<file path="config.mk">
export PLATFORM = sky130hd
export DESIGN_NAME = msis_ctrl
export DESIGN_NICKNAME = d
export VERILOG_FILES = /design/src/rtl/core/msis_pkg.sv /design/src/rtl/core/msis_ctrl.sv
export SDC_FILE = /design/constraint.sdc
export NUM_CORES = 1
export LEC_CHECK = 0
export BUFFER_PORTS_ARGS = -buffer_cell sky130_fd_sc_hd__buf_2
export CAP_MARGIN = 10
export CELL_PAD_IN_SITES_DETAIL_PLACEMENT = 0
export CELL_PAD_IN_SITES_GLOBAL_PLACEMENT = 1
export CORE_AREA = 2 2 39 41
export DETAILED_ROUTE_END_ITERATION = 16
export DIE_AREA = 0 0 41 43
export PLACE_DENSITY_LB_ADDON = 0.1
export RECOVER_POWER = 100
export REMOVE_ABC_BUFFERS = 1
export SLEW_MARGIN = 20
export SYNTH_ARGS = -nofsm -noshare
export SYNTH_HDL_FRONTEND = slang
export SYNTH_SLANG_ARGS = --single-unit
</file>
<file path="constraint.sdc">
create_clock -name clk -period 1.58 [get_ports clk]
set_clock_uncertainty 0.05 [all_clocks]
set_input_delay 0.316 -clock clk [delete_from_list [all_inputs] [get_ports clk]]
set_output_delay 0.316 -clock clk [all_outputs]
set_load 0.01 [all_outputs]
</file>
<file path="src/rtl/core/msis_pkg.sv">
// Shared constants and controller/datapath interface types for the increasing-subsequence core.
`default_nettype none

package msis_pkg;

    localparam int SUM_W = 34;
    localparam logic [SUM_W-1:0] SUM_MAX = {SUM_W{1'b1}};

    typedef struct packed {
        logic load;      // take a new request from the input channel
        logic rd_issue;  // read the next stored entry
        logic write;     // store the finished entry
        logic emit;      // load the output register and clear for the next sequence
    } dp_cmd_t;

    typedef struct packed {
        logic full;      // store holds MAX_ITEMS entries
        logic zero;      // store is empty
        logic scan_last; // the read being issued is of the last stored entry
        logic item_last; // the current request closes its sequence
        logic out_free;  // output register can take a result this cycle
    } dp_status_t;

endpackage

`default_nettype wire

</file>
<file path="src/rtl/core/msis_ctrl.sv">
// Sequencing state machine for the increasing-subsequence core.
`default_nettype none

module msis_ctrl (
    input  wire logic                 clk,
    input  wire logic                 rst_n,
    input  wire logic                 in_valid,
    output logic                      in_ready,
    input  wire msis_pkg::dp_status_t status,
    output msis_pkg::dp_cmd_t         cmd
);

    import msis_pkg::*;

    localparam logic [2:0] S_IDLE   = 3'd0;
    localparam logic [2:0] S_SCAN   = 3'd1;
    localparam logic [2:0] S_DRAIN  = 3'd2;
    localparam logic [2:0] S_WRITE  = 3'd3;
    localparam logic [2:0] S_FINISH = 3'd4;

    logic [2:0] state_reg;
    logic [2:0] state_next;

    always_ff @(posedge clk or negedge rst_n)
    begin
        if (!rst_n)
        begin
            state_reg <= S_IDLE;
        end
        else
        begin
            state_reg <= state_next;
        end
    end

    always_comb
    begin
        state_next = state_reg;
        cmd        = '0;
        in_ready   = 1'b0;
        case (state_reg)
            S_IDLE:
            begin
                in_ready = 1'b1;
                if (in_valid)
                begin
                    cmd.load = 1'b1;
                    if (status.full)
                    begin
                        state_next = S_FINISH;
                    end
                    else if (status.zero)
                    begin
                        state_next = S_WRITE;
                    end
                    else
                    begin
                        state_next = S_SCAN;
                    end
                end
            end
            S_SCAN:
            begin
                cmd.rd_issue = 1'b1;
                if (status.scan_last)
                begin
                    state_next = S_DRAIN;
                end
            end
            S_DRAIN:
            begin
                // The last read's data is compared in this cycle.
                state_next = S_WRITE;
            end
            S_WRITE:
            begin
                cmd.write  = 1'b1;
                state_next = S_FINISH;
            end
            S_FINISH:
            begin
                if (!status.item_last)
                begin
                    state_next = S_IDLE;
                end
                else if (status.out_free)
                begin
                    cmd.emit   = 1'b1;
                    state_next = S_IDLE;
                end
            end
            default:
            begin
                state_next = S_IDLE;
            end
        endcase
    end

endmodule

`default_nettype wire

</file>
==> key figures <==
Die
  • Die X: 41 um
  • Die height: 43 um
  • Initial Util: 0.180
  • Std cell rows: 14
  • Die area: 1760 sq um
  • CORE AREA: 1380 sq um
  • Io pins: 13

Logic synthesis
  • Area share of xor/xnor cells in the synthesized design: 0
  • Synth Area in Compound Gates: 0.196
  • Synth area leaders: dfrtp_1 30%, nor4bb_4 10%, a221oi_2 6.0%
  • Synth Area in Simple Gates: 0.402
  • Synth cell types: 18
  • Synth top area share: 0.302
  • Sequential area share after synthesis: 0.302
  • Mean Syn Cell Area: 9.96 sq um
  • Post-Synth Adder-Cell Area: 0
  • Post-synthesis cell count: 25
  • Warnings, synthesis: 0
  • Largest family of logic cells by synthesized area: simple AND/OR/NAND/NOR gates
  • Mux cell area share after synthesis: 0.0402
  • Number of synthesized register bits: 3
  • Cell Area, Synth: 249 sq um
  • Post-synth top area cell: dfrtp_1

Setup path
  • Slowest CP cell: dfrtp_2
  • FF-to-FF path depth: 4
  • CP Capture Type: output port
  • Critical path fanouts, max: 8
  • CP Class: flip-flop to output port
  • Crit path cell chain: nor4bb_4, and2_4, buf_6
  • Reg2Reg Setup Slack: 0.30 ns
  • Critical path required time: 1.21 ns
  • Worst Setup Start Kind: flip-flop
  • CP bufs+invs: 1
  • Crit path largest cell delay: 0.45 ns
  • Worst r2r src: state_reg[2]$_DFFE_PN0P_
  • Reg2reg end: state_reg[2]$_DFFE_PN0P_
  • Critical path arrival: 1.25 ns
  • Kind of cell adding the most delay to the critical path: simple AND/OR/NAND/NOR gates

Detailed routing
  • Via count: 236
  • Drt via density: 4.00
  • Drt first pass iters: 2
  • Post-DR wirelength/cell: 9.37 um
  • Drt total wl: 553 um
  • Antenna Violating Nets Remaining: 0
  • Drt drc: 0
  • Drt first-iter violations: 2

Pwr
  • Pwr/cell area: 1640 nW/um^2
  • VDD IR max: 0.000462 V
  • LEAKAGE: 0.170 nW
  • Pwr Total: 599 uW

Layout
  • Most frequent cells in the layout: 8 x buf_2, 5 x clkbuf_1, 3 x clkbuf_4
  • Syn-to-layout area delta: 46.7%
  • Final net count: 52
  • Util after Layout: 0.264
  • Antenna diodes: 0
  • Reg area: 77.6 sq um
  • Non-filler cells, final: 59
  • Commonest non-fill, non-tap cell in the layout: buf_2
  • Max FFs per register: 3
  • Share of cells above drive strength 1: 0.442
  • Fill cells: 156
  • Area taken by multi-input logic gates: 154 sq um

Clocking
  • Worst-path clk slew: 0.03 ns
  • CTS sink cnt: 3
  • Clock root buffer: clkbuf_4
  • TritonCTS clock tree: yes
  • Number of CTS-inserted buffers: 3
  • Clk_lat worst skew: 0.23 ns
  • Max Root-Sink Buffers: 2
  • Number of H-tree levels: 1

Place
  • Placer congestion estimate: 0.692
  • Port-buffer cells: 12
  • Post-detail-place hpwl: 438 um
  • Dpl ws: 0.0942 ns
  • Placed cells: 53

Outcome
  • Failing checks: negative setup slack
  • Result of the run: finished with violations

Timing
  • Period minus WS final: 1.62 ns
  • Final-report hold violation count: 0
  • Worst-Margin Slew: 0.287 ns
  • Tcrit/Tclk final: 1.03
  • Slew headroom: 0.809
  • Final setup vio count: 1
  • Pins Over Slew Limit: 0
  • Peak Freq: 617 MHz
  • Setup ws final: -0.0405 ns
  • Unrepaired setup endpoints after global routing: true

Hold path
  • HP Class: input pin to flip-flop
  • Worst-case hold path end point: state_reg[0]$_DFFE_PN0P_
  • Worst Hold Depth: 4
  • Hold_sp: status[2]

Flow run
  • Number of max-cap violations: 0

Global routing
  • Initial antenna violation count: 0
  • Grt total ovfl: 0
  • Maximum number of pins on one net before global-route repair: 9
  • Vias in the first global route: 238
  • First-pass GRT wire length: 897 um
  • GRT Util Overall: 0.0804
## routing by layer
metal / track usage / share of wire
met2: 0.106 / 0.53
met1: 0.0903 / 0.42
met4: 0.0800 / 0
met5: 0 / 0
met3: 0.0314 / 0.047
## layout make-up
class / count / share of cell area
Clock buffer: 4 / 0.0719
Inverter: 1 / 0.0103
Multi-Input combinational cell: 20 / 0.421
Sequential cell: 3 / 0.212
Tap cell: 16 / 0.0548
Timing Repair Buffer: 15 / 0.229
## power by group
group / leakage (nW) / total (mW) / switching, mW / internal (mW)
clock: 0.0150 / 0.132 / 0.0374 / 0.0945
combinational: 0.119 / 0.285 / 0.135 / 0.150
sequential: 0.0360 / 0.183 / 0.0649 / 0.118
total: 0.170 / 0.599 / 0.237 / 0.362
## repair_timing
action | 4_1_cts | 5_1_grt
gates resized for setup | 4 | 0
setup buffers | 1 | 0
hold buffers | 1 | 0
setup endpoints to repair | 3 | 3
pin swaps | 2 | 0
hold endpoints to repair | 3 | 0
## how the worst max path moves through the flow
stage	from	endpoint	slack, ns	cells after the start
final	state_reg[1]$_DFFE_PN0P_	cmd[0]	-0.04	3
after global routing	state_reg[1]$_DFFE_PN0P_	cmd[0]	-0.11	3
after CTS	state_reg[1]$_DFFE_PN0P_	cmd[0]	-0.07	3
after detailed placement	state_reg[1]$_DFFE_PN0P_	cmd[0]	0.09	3
after global placement	state_reg[1]$_DFFE_PN0P_	cmd[0]	0.13	3
after floorplan	state_reg[1]$_DFFE_PN0P_	cmd[3]	0.19	2
## metrics by stage
stage               TNS, ns  area [sq um]  hold slack (ns)
global placement          0           325           0.0611
finish              -0.0405           365            0.329
CTS                 -0.0817           379            0.318
detailed placement        0           325           0.0621
floorplan                 0           238          -0.0296
global route         -0.189           365            0.339
## synthesized netlist by cell type (all sizes together)
| library cell | n |
|---|---|
| nor3 | 1 |
| inv | 1 |
| o21bai | 2 |
| nand2 | 1 |
| buf | 1 |
| nor2b | 2 |
| dfrtp | 3 |
| and3b | 2 |
| and2 | 3 |
| nor4bb | 1 |
| nor2 | 2 |
| a21oi | 3 |
| mux2i | 1 |
| a221oi | 1 |
| nand3b | 1 |
## worst min-delay path, stage by stage
cell and delay, ns:
buf_2 0.10, nor2_1 0.04, nand2_1 0.05, a21oi_1 0.06
## cells by family after synthesis
group | Yosys count
and+or+nand+nor | 13
AOI/OAI and AO/OA | 6
DFF | 3
buffers and inverters | 2
muxes | 1
Note: power is estimated with default switching activity, not from simulation.
